[config.mk]
export PLATFORM = sky130hd
export DESIGN_NAME = debounced_keypad_encoder
export DESIGN_NICKNAME = d
export VERILOG_FILES = /design/src/sv/dke_pkg.sv /design/src/sv/dke_keymap.sv /design/src/sv/dke_core.sv /design/src/sv/debounced_keypad_encoder.sv
export SDC_FILE = /design/constraint.sdc
export NUM_CORES = 1
export LEC_CHECK = 0
export ABC_AREA = 1
export BUFFER_PORTS_ARGS = -buffer_cell sky130_fd_sc_hd__clkbuf_2
export CORE_ASPECT_RATIO = 1.75
export CORE_MARGIN = 5
export CORE_UTILIZATION = 50
export CTS_CLUSTER_DIAMETER = 200
export DETAILED_ROUTE_END_ITERATION = 8
export PLACE_DENSITY = 0.74
export SLEW_MARGIN = 20
export SYNTH_ARGS = -nofsm -noshare
export SYNTH_HDL_FRONTEND = slang
export SYNTH_SLANG_ARGS = --single-unit
[constraint.sdc]
create_clock -name clk_i -period 2.8 [get_ports clk_i]
set_clock_uncertainty 0.05 [all_clocks]
set_input_delay 0.28 -clock clk_i [delete_from_list [all_inputs] [get_ports clk_i]]
set_output_delay 0.28 -clock clk_i [all_outputs]
set_load 0.05 [all_outputs]
[src/sv/dke_pkg.sv]
// shared types and constants of the debounced keypad encoder
// used by dke_keymap, dke_core and debounced_keypad_encoder; no dependencies
package dke_pkg;

  localparam int unsigned NUM_KEYS   = 8;
  localparam int unsigned CODE_W     = 4;
  localparam int unsigned IDX_W      = 3;
  localparam int unsigned CNT_W      = 2;
  localparam int unsigned TABLE_W    = NUM_KEYS * CODE_W;

  // frames a level must hold before it counts as settled
  localparam logic [CNT_W:0] STABLE_FRAMES = 3'd3;

  localparam logic [NUM_KEYS-1:0] IDLE_SAMPLE      = 8'hFF;
  localparam logic [NUM_KEYS-1:0] CHORD_MASK_RESET = 8'h12;

  typedef enum logic [1:0] {
    PH_PRESS   = 2'd0,
    PH_RELEASE = 2'd1,
    PH_CHORD   = 2'd2
  } phase_e;

  typedef enum logic {
    EV_KEY   = 1'b0,
    EV_RESET = 1'b1
  } event_kind_e;

  typedef enum logic {
    CFG_KEY_TABLE  = 1'b0,
    CFG_CHORD_MASK = 1'b1
  } cfg_index_e;

  // result of one processed sample
  typedef struct packed {
    logic               emit;
    event_kind_e        kind;
    logic [CODE_W-1:0]  code;
  } event_t;

endpackage

[src/sv/dke_keymap.sv]
// key lookup: highest pressed button to key code, and lowest table slot with that code
// depends on dke_pkg
module dke_keymap (
  input  logic [dke_pkg::NUM_KEYS-1:0] sample_i,
  input  logic [dke_pkg::TABLE_W-1:0]  key_table_i,
  output logic [dke_pkg::CODE_W-1:0]   code_o,
  output logic [dke_pkg::IDX_W-1:0]    watch_idx_o
);

  logic [dke_pkg::CODE_W-1:0] entry [dke_pkg::NUM_KEYS];
  logic [dke_pkg::IDX_W-1:0]  top_idx;

  always_comb begin
    for (int i = 0; i < dke_pkg::NUM_KEYS; i++) begin
      entry[i] = key_table_i[i*dke_pkg::CODE_W +: dke_pkg::CODE_W];
    end
  end

  // highest low bit wins, index 0 when nothing is pressed
  always_comb begin
    top_idx = '0;
    for (int i = 0; i < dke_pkg::NUM_KEYS; i++) begin
      if (!sample_i[i]) begin
        top_idx = dke_pkg::IDX_W'(i);
      end
    end
  end

  assign code_o = entry[top_idx];

  // descending scan leaves the lowest match
  always_comb begin
    watch_idx_o = '0;
    for (int i = dke_pkg::NUM_KEYS - 1; i >= 0; i--) begin
      if (entry[i] == code_o) begin
        watch_idx_o = dke_pkg::IDX_W'(i);
      end
    end
  end

endmodule

[src/sv/dke_core.sv]
// debounce state machine: press counting, release watch and chord wait
// depends on dke_pkg and dke_keymap
module dke_core (
  input  logic                          clk_i,
  input  logic                          rst_ni,
  input  logic                          adv_i,
  input  logic [dke_pkg::NUM_KEYS-1:0]  sample_i,
  input  logic [dke_pkg::TABLE_W-1:0]   key_table_i,
  input  logic [dke_pkg::NUM_KEYS-1:0]  chord_mask_i,
  output dke_pkg::event_t               event_o
);

  dke_pkg::phase_e               phase_q, phase_d;
  logic [dke_pkg::NUM_KEYS-1:0]  last_sample_q, last_sample_d;
  logic [dke_pkg::CNT_W-1:0]     stable_cnt_q, stable_cnt_d;
  logic [dke_pkg::IDX_W-1:0]     watch_idx_q, watch_idx_d;
  logic [dke_pkg::CODE_W-1:0]    held_key_q, held_key_d;

  logic [dke_pkg::CODE_W-1:0]    map_code;
  logic [dke_pkg::IDX_W-1:0]     map_idx;
  logic [dke_pkg::CNT_W:0]       cnt_nx;

  dke_keymap u_keymap (
    .sample_i    (sample_i),
    .key_table_i (key_table_i),
    .code_o      (map_code),
    .watch_idx_o (map_idx)
  );

  always_ff @(posedge clk_i or negedge rst_ni) begin
    if (!rst_ni) begin
      phase_q       <= dke_pkg::PH_PRESS;
      last_sample_q <= dke_pkg::IDLE_SAMPLE;
      stable_cnt_q  <= '0;
      watch_idx_q   <= '0;
      held_key_q    <= '0;
    end else begin
      phase_q       <= phase_d;
      last_sample_q <= last_sample_d;
      stable_cnt_q  <= stable_cnt_d;
      watch_idx_q   <= watch_idx_d;
      held_key_q    <= held_key_d;
    end
  end

  always_comb begin
    phase_d       = phase_q;
    last_sample_d = last_sample_q;
    stable_cnt_d  = stable_cnt_q;
    watch_idx_d   = watch_idx_q;
    held_key_d    = held_key_q;
    event_o       = '{emit: 1'b0, kind: dke_pkg::EV_KEY, code: '0};
    cnt_nx        = {1'b0, stable_cnt_q};

    if (adv_i) begin
      if (phase_q == dke_pkg::PH_CHORD || (sample_i & chord_mask_i) == '0) begin
        // chord held: wait for full release, then back to reset state
        if (sample_i == dke_pkg::IDLE_SAMPLE) begin
          phase_d       = dke_pkg::PH_PRESS;
          last_sample_d = dke_pkg::IDLE_SAMPLE;
          stable_cnt_d  = '0;
          watch_idx_d   = '0;
          held_key_d    = '0;
          event_o       = '{emit: 1'b1, kind: dke_pkg::EV_RESET, code: '0};
        end else begin
          phase_d = dke_pkg::PH_CHORD;
        end
      end else begin
        case (phase_q)
          dke_pkg::PH_RELEASE: begin
            cnt_nx = sample_i[watch_idx_q] ? ({1'b0, stable_cnt_q} + 1'b1) : '0;
            if (cnt_nx >= dke_pkg::STABLE_FRAMES) begin
              event_o       = '{emit: 1'b1, kind: dke_pkg::EV_KEY, code: held_key_q};
              phase_d       = dke_pkg::PH_PRESS;
              stable_cnt_d  = '0;
              last_sample_d = sample_i;
            end else begin
              stable_cnt_d = cnt_nx[dke_pkg::CNT_W-1:0];
            end
          end
          default: begin
            // press phase; an unchanged idle sample leaves the count alone
            if (sample_i != last_sample_q) begin
              cnt_nx        = '0;
              last_sample_d = sample_i;
            end else if (sample_i != dke_pkg::IDLE_SAMPLE) begin
              cnt_nx = {1'b0, stable_cnt_q} + 1'b1;
            end
            if (cnt_nx >= dke_pkg::STABLE_FRAMES) begin
              held_key_d   = map_code;
              watch_idx_d  = map_idx;
              stable_cnt_d = '0;
              phase_d      = dke_pkg::PH_RELEASE;
            end else begin
              stable_cnt_d = cnt_nx[dke_pkg::CNT_W-1:0];
            end
          end
        endcase
      end
    end
  end

endmodule

[src/sv/debounced_keypad_encoder.sv]
// top level of the debounced keypad encoder: stream ports, config registers,
// input and result registers; depends on dke_pkg, dke_core and dke_keymap
//
// usage
//   s_axis carries one request per frame: an 8-bit button sample, active low
//   (bit clear = pressed). m_axis carries events: tuser is the kind (key
//   pressed and released, or reset request) and tdata[3:0] the key code,
//   zero for a reset request.
//   the cfg channel writes the key table (index 0, eight 4-bit codes) and
//   the chord mask (index 1); cfg_ready_o is always high. write only while
//   no sample is in flight.
//   order: a sample is registered on acceptance and evaluated once the result
//   register is free; an event it causes is registered, then shows on m_axis.
//   throughput: one sample per cycle while no event is stalled on m_axis; the
//   only loop is the registered debounce state update in dke_core.
//   most samples cause no event; only debounced key releases and chord
//   releases do.
//   reset: phase back to press, last sample all released, counters and the
//   key table cleared, chord mask set to buttons 1 and 4.
//   stall: while m_axis_tready is low and an event waits, the input
//   register holds one more sample, then s_axis_tready drops.
module debounced_keypad_encoder (
  input  logic                          clk_i,
  input  logic                          rst_ni,
  // sample stream
  input  logic                          s_axis_tvalid,
  output logic                          s_axis_tready,
  input  logic [7:0]                    s_axis_tdata,   // [7:0] sample
  // event stream
  output logic                          m_axis_tvalid,
  input  logic                          m_axis_tready,
  output logic [7:0]                    m_axis_tdata,   // [3:0] key_code, [7:4] zero
  output logic                          m_axis_tuser,   // [0] event_kind
  // config writes
  input  logic                          cfg_valid_i,
  output logic                          cfg_ready_o,
  input  logic                          cfg_index_i,
  input  logic [31:0]                   cfg_data_i
);

  // config registers
  logic [dke_pkg::TABLE_W-1:0]   key_table_q;
  logic [dke_pkg::NUM_KEYS-1:0]  chord_mask_q;

  // input register
  logic                          in_vld_q;
  logic [dke_pkg::NUM_KEYS-1:0]  sample_q;

  // result register
  logic                          out_vld_q, out_vld_d;
  dke_pkg::event_kind_e          out_kind_q;
  logic [dke_pkg::CODE_W-1:0]    out_code_q;

  logic                          out_free;
  logic                          adv;
  logic                          in_take;
  dke_pkg::event_t               ev;

  assign cfg_ready_o = 1'b1;

  always_ff @(posedge clk_i or negedge rst_ni) begin
    if (!rst_ni) begin
      key_table_q  <= '0;
      chord_mask_q <= dke_pkg::CHORD_MASK_RESET;
    end else if (cfg_valid_i) begin
      case (dke_pkg::cfg_index_e'(cfg_index_i))
        dke_pkg::CFG_KEY_TABLE:  key_table_q  <= cfg_data_i;
        dke_pkg::CFG_CHORD_MASK: chord_mask_q <= cfg_data_i[dke_pkg::NUM_KEYS-1:0];
        default: ;
      endcase
    end
  end

  // a held sample moves on when the result register is empty or being drained
  assign out_free      = !out_vld_q || m_axis_tready;
  assign adv           = in_vld_q && out_free;
  assign s_axis_tready = !in_vld_q || adv;
  assign in_take       = s_axis_tvalid && s_axis_tready;

  always_ff @(posedge clk_i or negedge rst_ni) begin
    if (!rst_ni) begin
      in_vld_q <= 1'b0;
    end else if (s_axis_tready) begin
      in_vld_q <= s_axis_tvalid;
    end
  end

  always_ff @(posedge clk_i) begin
    if (in_take) begin
      sample_q <= s_axis_tdata;
    end
  end

  dke_core u_core (
    .clk_i        (clk_i),
    .rst_ni       (rst_ni),
    .adv_i        (adv),
    .sample_i     (sample_q),
    .key_table_i  (key_table_q),
    .chord_mask_i (chord_mask_q),
    .event_o      (ev)
  );

  always_comb begin
    out_vld_d = out_vld_q;
    if (out_free) begin
      out_vld_d = adv && ev.emit;
    end
  end

  always_ff @(posedge clk_i or negedge rst_ni) begin
    if (!rst_ni) begin
      out_vld_q <= 1'b0;
    end else begin
      out_vld_q <= out_vld_d;
    end
  end

  always_ff @(posedge clk_i) begin
    if (adv && ev.emit) begin
      out_kind_q <= ev.kind;
      out_code_q <= ev.code;
    end
  end

  assign m_axis_tvalid = out_vld_q;
  assign m_axis_tdata  = {{(8 - dke_pkg::CODE_W){1'b0}}, out_code_q};
  assign m_axis_tuser  = out_kind_q;

  // a reset request never carries a key code
  a_reset_code_zero: assert property (@(posedge clk_i) disable iff (!rst_ni)
    (m_axis_tvalid && m_axis_tuser == dke_pkg::EV_RESET) |-> (m_axis_tdata == '0))
    else $error("reset request with nonzero key code");

  // an empty result register must never block the sample stream
  a_ready_when_empty: assert property (@(posedge clk_i) disable iff (!rst_ni)
    !m_axis_tvalid |-> s_axis_tready)
    else $error("sample stream stalled with empty result register");

  // a held sample only waits behind a stalled event
  a_stall_cause: assert property (@(posedge clk_i) disable iff (!rst_ni)
    (in_vld_q && !adv) |-> (out_vld_q && !m_axis_tready))
    else $error("held sample not advancing without downstream stall");

  // an event only appears after a sample was evaluated
  a_event_source: assert property (@(posedge clk_i) disable iff (!rst_ni)
    $rose(m_axis_tvalid) |-> $past(adv))
    else $error("event without evaluated sample");

endmodule
Word-level counts from Yosys, hierarchy flattened

Index checks and enable logic that the tools add are counted.

$add $sub $neg: 1
Magnitude comparators: 4
Equal/unequal tests: 16
Muxes and demuxes: 54
Bitwise logic cells: 3
Reduce and logical (&&, ||, !) cells: 18

Operators with widths:

| kind                                                       | count |
|---|---|
| 2-to-1 mux 3 bit                                           | 24 |
| 2-to-1 mux 8 bit                                           | 5 |
| equality test 4 bit                                        | 8 |
| 2-to-1 mux 6 bit                                           | 5 |
| 2-to-1 mux 4 bit                                           | 6 |
| 2-to-1 mux 2 bit                                           | 10 |
| binary-select mux 4 bit (select 3 bit)                     | 1 |
| bitwise AND 8 bit                                          | 1 |
| equality test 8 bit, second input constant                 | 1 |
| logical NOT 8 bit                                          | 1 |
| inequality test 8 bit                                      | 1 |
| inequality test 8 bit, second input constant               | 1 |
| AND reduction 4 bit                                        | 2 |
| >= comparator 3 x 2 -> 1 bit, second input constant        | 2 |
| AND reduction 2 bit                                        | 3 |
| nonzero test 3 bit                                         | 2 |
| >= comparator 4 bit, second input constant                 | 1 |
| less-than comparator 3 x 4 -> 1 bit, second input constant | 1 |
| NOT 3 -> 4 bit                                             | 1 |
| adder 2 x 1 -> 3 bit, second input constant                | 1 |
| binary-select mux 1 bit (select 3 bit)                     | 1 |
| logical AND 1 bit                                          | 3 |
| logical OR 1 bit                                           | 3 |
| inequality test 3 x 1 -> 1 bit, second input constant      | 1 |
| other kinds (9)                                            | 11 |

Bits in registers: 74

Logic depth before layout (Yosys ltp)

Gate-level depths: netlist of run 1.

Word-level depth: 23
Depth in mapped cells: 24

Hierarchy

A second synthesis of run 1 with hierarchy kept.

Cell total of the unflattened synthesis: 614
Area total of the unflattened synthesis: 4788.3 µm²

Modules (own cells, without submodules):

| module                   | instances | cells each | area each (µm²) | seq. area each (µm²) |
|---|---|---|---|---|
| debounced_keypad_encoder | 1         | 210        | 2209.6          | 1443.9 |
| dke_core                 | 1         | 238        | 1586.5          | 485.5 |
| dke_keymap               | 1         | 166        | 992.2           | 0.0 |

Worst setup path after synthesis of run 1

No wires, ideal clock.

Path type: reg2reg
Start: register sample_q[5] in the netlist's numbering
End: register u_core.watch_idx_q[2] in the netlist's numbering
Library setup time: 0.122 ns
Arrival time: 1.965 ns
Required time: 2.628 ns
Path slack: 0.663 ns
Cell stages (with the launch flop): 14
Path buffers: 0
Period minus slack after synthesis: 2.137 ns
Cell sequence: edfxtp_1 > nand2_1 > inv_1 > a21oi_4 > inv_2 > nand3_1 > nand3_2 > nand2_4 > xnor2_1 > inv_1 > nor3_2 > inv_1 > nand4_1 > o21ai_1

Word-level cells in the longest chain between the ends: 19
Elaborated cells between the ends (all ways): 42

Ends and longest elaborated chain:

| item                                                 | RTL line                       | text |
|---|---|---|
| start: declaration                                   | debounced_keypad_encoder.sv:47 | `logic [dke_pkg::NUM_KEYS-1:0] sample_q;` |
| start signal: assignment                             | debounced_keypad_encoder.sv:90 | `sample_q <= s_axis_tdata;` |
| 2-to-1 mux 3 bit (3 in series)                       | dke_keymap.sv:23               | `if (!sample_i[i]) begin` |
| NOT 3 -> 4 bit (not written as such)                 | dke_keymap.sv:29               | `assign code_o = entry[top_idx];` |
| binary-select mux 4 bit (select 3 bit)               | dke_keymap.sv:29               |  |
| 2-to-1 mux 4 bit (not written as such) (2 in series) | dke_keymap.sv:29               |  |
| equality test 4 bit                                  | dke_keymap.sv:35               | `if (entry[i] == code_o) begin` |
| 2-to-1 mux 3 bit (8 in series)                       | dke_keymap.sv:35               |  |
| 2-to-1 mux 3 bit                                     | dke_core.sv:89                 | `if (cnt_nx >= dke_pkg::STABLE_FRAMES) begin` |
| 2-to-1 mux 3 bit                                     | dke_core.sv:69                 | `case (phase_q)` |
| 2-to-1 mux 3 bit                                     | dke_core.sv:56                 | `if (phase_q == dke_pkg::PH_CHORD \|\| (sample_i & chord_mask_i) == '0) begin` |
| end signal: assignment                               | dke_core.sv:41                 | `watch_idx_q <= watch_idx_d;` |
| end: declaration                                     | dke_core.sv:16                 | `logic [dke_pkg::IDX_W-1:0] watch_idx_q, watch_idx_d;` |

Parallel ways exist; a longest one is shown, timed or not. The select of a mux whose other input is x is not followed.
A chain may end at the register's enable or synchronous reset.

Final worst setup path of run 1

Start: register sample_q[4] in the netlist's numbering
End: register u_core.watch_idx_q[0] in the netlist's numbering

Word-level cells in the longest chain between the ends: 20
Elaborated cells between the ends (all ways): 43

Ends and longest elaborated chain:

| item                                                 | RTL line |
|---|---|
| 2-to-1 mux 3 bit (4 in series)                       | dke_keymap.sv:23 |
| NOT 3 -> 4 bit (not written as such)                 | dke_keymap.sv:29 |
| binary-select mux 4 bit (select 3 bit)               | dke_keymap.sv:29 |
| 2-to-1 mux 4 bit (not written as such) (2 in series) | dke_keymap.sv:29 |
| equality test 4 bit                                  | dke_keymap.sv:35 |
| 2-to-1 mux 3 bit (8 in series)                       | dke_keymap.sv:35 |
| 2-to-1 mux 3 bit                                     | dke_core.sv:89 |
| 2-to-1 mux 3 bit                                     | dke_core.sv:69 |
| 2-to-1 mux 3 bit                                     | dke_core.sv:56 |

Parallel ways exist; a longest one is shown, timed or not. The select of a mux whose other input is x is not followed.

==> results of run 1 <==
-- layout by cell type, fill, tap and decap left out, types with 10 or more instances in the layout --
cell | Yosys | final
nand2_1 | 104 | 104
clkbuf_2 | 0 | 52
xor2_1 | 16 | 16
inv_1 | 53 | 53
a21oi_1 | 12 | 12
nand3_1 | 51 | 51
dfrtp_1 | 51 | 51
o21ai_0 | 44 | 44
mux2_2 | 14 | 14
dfstp_2 | 10 | 10
xnor2_1 | 11 | 11
edfxtp_1 | 13 | 13
nor2_1 | 38 | 38
-- worst paths after layout --
| path | cells after the start | from | endpoint |
|---|---|---|---|
| worst max-delay path | 19 | sample_q[4]$_DFFE_PP_ | u_core.watch_idx_q[0]$_DFFE_PN0P_ |
| worst min-delay path | 1 | s_axis_tdata[4] | sample_q[4]$_DFFE_PP_ |
| worst max register to register | 19 | sample_q[4]$_DFFE_PP_ | u_core.watch_idx_q[0]$_DFFE_PN0P_ |
| worst min register to register | 2 | u_core.last_sample_q[5]$_DFFE_PN1P_ | u_core.last_sample_q[5]$_DFFE_PN1P_ |
| max in group asynchronous | 3 | rst_ni | u_core.last_sample_q[6]$_DFFE_PN1P_ |
| min in group asynchronous | 2 | rst_ni | key_table_q[14]$_DFFE_PN0P_ |
-- layer usage --
layer / routed length [um] / up-vias
met1: 3596 / 1638
met4: 222 / 0
met3: 317 / 14
met5: 0 / -
met2: 5786 / 82
li1: - / 1719
-- registers in the layout, summed over array words and instances, names as in the netlist --
register / flops
chord_mask_q: 8
in_vld_q: 1
u_core.stable_cnt_q: 2
out_code_q: 4
key_table_q: 32
u_core.last_sample_q: 8
u_core.watch_idx_q: 3
sample_q: 8
m_axis_tvalid: 1
u_core.held_key_q: 4
m_axis_tuser: 1
u_core.phase_q: 2
-- report_power, final --
| part | switching [mW] | internal, mW |
|---|---|---|
| clock | 0.471 | 0.788 |
| sequential | 0.161 | 1.35 |
| combinational | 0.672 | 0.406 |
-- per-stage QoR --
step | setup WS (ns) | instance area, um2 | utilization, % | instances
6_report | 0.2603 | 4883 | 59.14 | 647
3_5_place_dp | 0.2179 | 4512 | 54.64 | 629
4_1_cts | 0.1946 | 4847 | 58.70 | 646
3_3_place_gp | 0.2214 | 4512 | 54.64 | 629
2_1_floorplan | 0.6631 | 4188 | - | 497
5_1_grt | 0.04536 | 4883 | 59.14 | 647
-- repair_timing --
action                                 CTS  global route
hold buffers                             1             0
endpoints found under the hold margin   30             0
setup endpoints to repair                0             6
resized for setup                        0             2
buffers inserted                         0             1
-- cell type report --
cell class                 instances  share of cell area (%)
multi-input combinational        347                   39.94
sequential                        74                   39.51
timing repair buffer              59                   6.969
clock buffer                       9                   4.612
inverter                          59                   4.561
tap                               92                   2.357
clock inverter                     7                   2.050
-- worst max-delay path, stage by stage (launching register included) --
cell and delay [ns]:
edfxtp_1 0.52, nand2_1 0.24, inv_1 0.11, a21oi_4 0.25, buf_12 0.15, nand3_1 0.10, nand3_2 0.14, nand2_4 0.14
nand2_1 0.09, nand2_1 0.05, nor2_1 0.11, nand2_1 0.09, nand2_1 0.07, nand2_1 0.05, nand2_1 0.05, nand2_1 0.05
nand2_1 0.05, nand2_1 0.05, nand2_1 0.05, nand2_1 0.04
-- cell families after synthesis --
kind of cell	Yosys count	share of synthesized area [%]
AOI/OAI and AO/OA	72	9.767
xor gates and xnor gates	27	5.662
adders and majority gates	1	0.2995
buffers and inverters	76	7.759
DFF	74	46.20
muxes	14	3.775
other	2	0.1798
and+or+nand+nor	228	26.36
==> results.ini, run 1 <==
[status]
outcome=finished clean

[final_layout]
fillers=740
drive_gt1_share_pct=24.14
seq_area_um2=1929
nets=597
multiInputGateArea_um2=1951
diodes=0
syn_to_final_growth_pct=16.93

[global_route]
use_met2_pct=39.03
grt_max_degree=51
grt.busiest_layer=met2
grt_first_pass_wirelength_um=15970
use_met1_pct=20.83
antenna_found_initial=0
grt_usage_pct=20.14
grt_pass1_vias=3375
gr-total-overflow=0
grt_use_met3_pct=3.361

[synth]
synthesis.area_um2=4177
async_reset_ff_share_pct=82.43
ys_warn_count=0
synthTopCellsByCount=104 x nand2_1, 53 x inv_1, 51 x dfrtp_1, 51 x nand3_1, 44 x o21ai_0
yosys_register_bits=74
netlist_instances=494
synthFlopType=dfrtp_1
synth.avg_cell_area_um2=8.454
synth_edf_count=13
seq_area_frac_synth_pct=46.20
synth_cell_types=39
ys_top_cells_by_area=dfrtp_1 31%, edfxtp_1 9.3%, nand2_1 9.3%, dfstp_2 6.3%, nand3_1 6.1%
synth.largest_area_cell=dfrtp_1
yosysTopAreaCellShare_pct=30.56
synth_most_common_cell=nand2_1

[place]
portBuffers=52
dp.final_hpwl_um=7512
place_congestion=0.9418

[timing]
slew_violations=0
fmax_mhz=393.8
hold_ws_ns=0.06290
setup_viol=0
slew_headroom_pct=48.61
finalCritPeriodShare_pct=90.70
period_minus_slack_ns=2.540
rsz0062_at_grt=false
finalSetupTns_ns=0
finalHoldViolations=0
worstMarginPinSlew_ns=0.7708

[pwr]
ir_worst_vdd_v=0.0004744
leakagePower_nw=2.372
p_per_area_nw_per_um2=788.2
total_power_mw=3.849

[floorplanning]
rows=44
die_width_um=79.09
start_util_pct=50.58
io-pin-count=58
die_h_um=130.9
core_um2=8258
dieArea_um2=10350

[worst_setup_path]
required_ns=2.98
r2r_slack_ns=0.26
worstPathMaxFanout=9
crit_path_end_kind=register
critPathLaunchType=register
path_class=reg -> reg
crit_arrival_ns=2.72

[drt]
vias_per_cell=5.337
finalWirelength_um=9923
num_vias=3453
wl_per_cell_um=15.34
drtIter0Drc=235
first_pass_iters=7
drtAntennaViolNets=0
drc=0

[run]
maxCapViolations=0

[clock_network]
cts_sinks=74
root_buffer=clkbuf_16
cts_tree=done
cts.clk_slew.worst_paths_ns=0.06
h-tree-depth=3
cts_buffers=9
cts.path.max_buffers=2
clk_latency_ns=0.34

[worst_hold_path]
hold_path_class=in -> reg

(Power assumes the default switching activity.)
==> run 2, diff against run 1 <==
--- a/config.mk
+++ b/config.mk
@@ -12,7 +12,7 @@
 export CORE_UTILIZATION = 50
 export CTS_CLUSTER_DIAMETER = 200
 export DETAILED_ROUTE_END_ITERATION = 8
-export PLACE_DENSITY = 0.74
+export PLACE_DENSITY = 0.73
 export SLEW_MARGIN = 20
 export SYNTH_ARGS = -nofsm -noshare
 export SYNTH_HDL_FRONTEND = slang
==> run 2 against run 1 <==
  * Count of clock-buffer cells in the layout unchanged
  * Routed wire length grew 0.43%
  * Core utilization shrank 0.21 points
  * Non-clock buffer count grew 5
  * Die area is the same
  * Hold slack lost 0.054 ns
  * Combinational power hardly changed
  * Critical path type unchanged
  * Critical endpoint is now u_core.watch_idx_q[2]$_DFFE_PN0P_
  * Largest power group unchanged
  * Highest routed layer unchanged
==> results.ini, run 2 (synthesized netlist as in run 1, its figures left out) <==
[drt]
drc=0
wl_per_cell_um=15.29
first_pass_iters=4
finalWirelength_um=9966
num_vias=3501
drtAntennaViolNets=0
vias_per_cell=5.370
drtIter0Drc=239

[clock_network]
cts.path.max_buffers=2
clk_latency_ns=0.34
cts_buffers=9
cts_tree=done
cts.clk_slew.worst_paths_ns=0.07
cts_sinks=74
root_buffer=clkbuf_16
h-tree-depth=3

[final_layout]
diodes=0
nets=602
final_cell_mix=103 x nand2_1, 53 x inv_1, 52 x clkbuf_2
syn_to_final_growth_pct=16.51
fillers=732
stdcell_area_um2=4866
largest_reg_flops=32
top_register=key_table_q
drive_gt1_share_pct=25.18
final_common_cell=nand2_1
post-route-util_pct=58.92

[worst_setup_path]
crit_arrival_ns=2.72
ff2ff_path_depth=17
required_ns=2.97
path_cells=inv_2 -> nand2_1 -> nand2_1 -> nand2_1 -> nand2_2 -> nand2_4 -> nand2_8 -> nand2_1 -> nand3_1 -> nand3_2 -> nand2_4 -> xnor2_1 -> nand2_1 -> nor3_2 -> inv_1 -> nand4_1 -> o21ai_1
worstPathMaxFanout=17
crit_top_cell=nand2_1
path_class=reg -> reg
worst_path_largest_cell_delay_ns=0.45
slowest_stage=edfxtp_1
critPathLaunchType=register
crit_path_end_kind=register

[timing]
slew_violations=0
fmax_mhz=392.4
finalSetupTns_ns=0
slew_headroom_pct=39.60
finalHoldViolations=0
setup_viol=0
rsz0062_at_grt=false
worstMarginPinSlew_ns=0.9060
finalCritPeriodShare_pct=91.01
period_minus_slack_ns=2.548

[run]
maxCapViolations=0

[floorplanning]
io-pin-count=58
core_um2=8258
rows=44
dieArea_um2=10350
die_h_um=130.9
die_width_um=79.09
start_util_pct=50.58

[global_route]
antenna_found_initial=0
grt_usage_pct=20.43
grt_max_degree=36
grt_first_pass_wirelength_um=16280
grt_pass1_vias=3495
gr-total-overflow=0

[pwr]
leakagePower_nw=2.372
ir_worst_vdd_v=0.0004220
p_per_area_nw_per_um2=762.9

[status]
outcome=finished clean

[place]
portBuffers=52
place_congestion=0.9539
placed_area_um2=4527
dp.final_hpwl_um=7741

[worst_hold_path]
hold_path_class=in -> async

## run 2: changes by cell type in the layout (fill, tap and decap cells not counted), sizes merged
cell         change
buf              +6
bufinv           -2
clkinv           -3
clkinvlp         +1
dlygate4sd3      -1
inv              +4
## run 2: per-layer routing
layer / up-vias / wire [um] / track usage [%]
li1: 1740 / - / -
met1: 1634 / 3516 / 20.21
met2: 92 / 5598 / 38.48
met3: 35 / 352 / 4.115
met4: 0 / 499 / 12.35
met5: - / 0 / 0
## run 2: layout make-up
cell class / instances / area, um2 / area share, %
Timing Repair Buffer: 64 / 362.8 / 7.457
Clock inverter: 7 / 65.06 / 1.337
Tap cell: 92 / 115.1 / 2.366
Clock buffer: 9 / 225.2 / 4.628
Inverter: 59 / 222.7 / 4.577
Multi-Input combinational cell: 347 / 1946 / 39.98
Sequential cell: 74 / 1929 / 39.65
## run 2: path summary, 6_finish.rpt
check                                       startpoint                           endpoint  slack, ns
min in group clk_i                     s_axis_tdata[5]              sample_q[5]$_DFFE_PP_       0.06
max reg2reg                      sample_q[1]$_DFFE_PP_  u_core.watch_idx_q[2]$_DFFE_PN0P_       0.25
max                              sample_q[1]$_DFFE_PP_  u_core.watch_idx_q[2]$_DFFE_PN0P_       0.25
max in group asynchronous                       rst_ni        key_table_q[21]$_DFFE_PN0P_       2.04
min reg2reg                chord_mask_q[4]$_DFFE_PN1P_        chord_mask_q[4]$_DFFE_PN1P_       0.44
min                                             rst_ni        chord_mask_q[2]$_DFFE_PN0P_      0.009
## run 2: what timing repair did
item / in CTS / in global routing
setup endpoints to repair: 0 / 2
hold buffers: 0 / 0
buffers inserted: 0 / 5
resized for setup: 0 / 2
## run 2: report_power, final
group          switching [mW]  leakage [nW]  internal, mW
sequential              0.159         0.847          1.35
combinational           0.675          1.38         0.406
clock                   0.495         0.141         0.625
total                    1.33          2.37          2.38
## run 2: through the flow
stage / hold WS (ns) / cells / power, mW / setup WS (ns)
finish: 0.008514 / 652 / 3.712 / 0.2518
global route: 0.04553 / 652 / 3.962 / 0.03357
CTS: 0.04654 / 647 / 3.721 / 0.1506
detailed placement: 0.4086 / 631 / 2.600 / 0.1791
global placement: 0.3972 / 631 / 2.583 / 0.1788
floorplan: -0.06559 / 497 / 2.312 / 0.6631
## run 2: critical path: cells and delay by family (launching register included)
kind,cells,cell delay (ns)
AND/OR/NAND/NOR,13,1.50
flip-flops,1,0.45
buffers and inverters,2,0.22
XOR/XNOR,1,0.14
AO/OA/AOI/OAI,1,0.07
==> run 3, diff against run 2 <==
--- a/config.mk
+++ b/config.mk
@@ -12,6 +12,7 @@
 export CORE_UTILIZATION = 50
 export CTS_CLUSTER_DIAMETER = 200
 export DETAILED_ROUTE_END_ITERATION = 8
+export MAX_ROUTING_LAYER = met4
 export PLACE_DENSITY = 0.73
 export SLEW_MARGIN = 20
 export SYNTH_ARGS = -nofsm -noshare
==> run 3 against run 2 <==
  * First-iteration DRC count increased by 26%
  * Design area decreased by 1.1%
  * Non-clock buffer count down 4
  * Routed wire length barely moved
  * Register-to-register slack hardly changed
  * Worst setup slack worse by 0.014 ns
  * Maximum frequency fell by 0.54%
  * Sequential cell count is the same
  * Combinational power is essentially flat
  * Global-route usage rose by 1.2 points
==> results.ini, run 3 (synthesized netlist as in run 1, its figures left out) <==
[final_layout]
stdcell_area_um2=4815
nets=598
layout.cells.non_filler=648
diodes=0
final_cell_mix=103 x nand2_1, 53 x inv_1, 52 x clkbuf_2
syn_to_final_growth_pct=15.28
drive_gt1_share_pct=24.28
final_common_cell=nand2_1
fillers=760
multiInputGateArea_um2=1953
top_register=key_table_q
seq_area_um2=1929
post-route-util_pct=58.30
largest_reg_flops=32

[timing]
slew_violations=0
hold_ws_ns=0.06887
period_minus_slack_ns=2.562
fmax_mhz=390.3
finalSetupTns_ns=0
finalHoldViolations=0
worstMarginPinSlew_ns=0.9272
finalCritPeriodShare_pct=91.50
setup_viol=0
slew_headroom_pct=38.04

[floorplanning]
dieArea_um2=10350
die_width_um=79.09
core_um2=8258
start_util_pct=50.58
io-pin-count=58
die_h_um=130.9
rows=44

[worst_hold_path]
hold_path_class=in -> reg

[drt]
drtIter0Drc=300
vias_per_cell=5.386
num_vias=3490
drc=0
wl_per_cell_um=15.39
first_pass_iters=5
finalWirelength_um=9970
drtAntennaViolNets=0

[global_route]
antenna_found_initial=0
grt_pass1_vias=3564
grt_usage_pct=21.63
grt_first_pass_wirelength_um=16750
gr-total-overflow=0
grt_max_degree=48

[clock_network]
clk_latency_ns=0.33
cts_setup_buffers=0
cts.clk_slew.worst_paths_ns=0.06
cts_sinks=74
root_buffer=clkbuf_16
cts_buffers=9
h-tree-depth=3
cts.path.max_buffers=2
cts_tree=done

[run]
maxCapViolations=0

[pwr]
ir_worst_vdd_v=0.0006328
p_per_area_nw_per_um2=756.1
leakagePower_nw=2.336

[place]
placedCellCount=631
dp.final_hpwl_um=7744
place_congestion=0.9520
placed_area_um2=4514
portBuffers=52

[worst_setup_path]
required_ns=2.96
worstPathMaxFanout=9
slowest_stage=edfxtp_1
critPathLaunchType=register
crit_path_end_kind=register
crit_arrival_ns=2.73
path_class=reg -> reg
path_cells=nand2_2 -> inv_1 -> a21oi_4 -> inv_2 -> nand3_1 -> nand3_2 -> nand2_4 -> xnor2_1 -> inv_1 -> nor3_2 -> inv_1 -> nand4_1 -> o21ai_1
crit_top_cell=inv_1
worst_path_largest_cell_delay_ns=0.51

[status]
outcome=finished clean

==> run 3: cell types whose count changed in the layout (fill, tap and decap cells not counted), sizes merged <==
| cell | before | now |
|---|---|---|
| buf | 12 | 7 |
| inv | 64 | 59 |
| clkinv | 1 | 4 |
| clkbuf | 61 | 62 |
| clkinvlp | 1 | 2 |
| dlygate4sd3 | 0 | 1 |
==> run 3: layer usage <==
metal | vias to the layer above | GRT usage, % | part of all wire (%)
met4 | 0 | 12.04 | 4.3
met1 | 1659 | 21.49 | 36
met3 | 30 | 3.086 | 2.5
met5 | - | - | 0
li1 | 1726 | - | -
met2 | 75 | 39.92 | 57
==> run 3: critical path: cells and delay by family (launching register included) <==
| kind | cells | cell delay, ns |
|---|---|---|
| AOI/OAI and AO/OA | 2 | 0.37 |
| and+or+nand+nor | 6 | 0.97 |
| DFF | 1 | 0.51 |
| buffers and inverters | 4 | 0.40 |
| xor gates and xnor gates | 1 | 0.15 |
==> run 3: timing repair <==
action                                 4_1_cts  5_1_grt
resized for setup                            0        3
endpoints found under the hold margin       12        0
hold buffers                                 1        0
setup endpoints to repair                    0        4
==> run 3: per-stage QoR <==
stage	setup slack (ns)	total power [mW]
after detailed placement	0.2007	2.601
after global placement	0.1863	2.579
final	0.2381	3.640
after global routing	-0.003773	3.888
after floorplan	0.6631	2.312
after CTS	0.1616	3.653
==> run 3: area by class of cell <==
cell class              count  area share [%]
well taps                  92           2.391
flip-flops and latches     74           40.07
clock inverters             6          0.8836
inverters                  59           4.626
clock buffers              10           4.756
repair buffers             60           6.705
multi-input cells         347           40.57
==> run 3: worst paths after layout <==
kind                                                     startpoint                                   to  slack (ns)  cells after the start
worst max register to register                sample_q[4]$_DFFE_PP_    u_core.watch_idx_q[2]$_DFFE_PN0P_        0.24                     13
min in group asynchronous                                    rst_ni           key_table_q[3]$_DFFE_PN0P_        0.34                      2
worst min-delay path                                s_axis_tdata[3]                sample_q[3]$_DFFE_PP_        0.07                      1
max in group asynchronous                                    rst_ni          key_table_q[24]$_DFFE_PN0P_        1.42                      3
worst max-delay path                          sample_q[4]$_DFFE_PP_    u_core.watch_idx_q[2]$_DFFE_PN0P_        0.24                     13
worst min register to register  u_core.last_sample_q[4]$_DFFE_PN1P_  u_core.last_sample_q[4]$_DFFE_PN1P_        0.44                      2
==> run 3: report_power, final <==
group          internal [mW]  leakage, nW  total, mW  switching, mW
sequential              1.35        0.847       1.51          0.162
clock                  0.601        0.129       1.04          0.443
combinational          0.403         1.36       1.08          0.679
total                   2.36         2.34       3.64           1.28
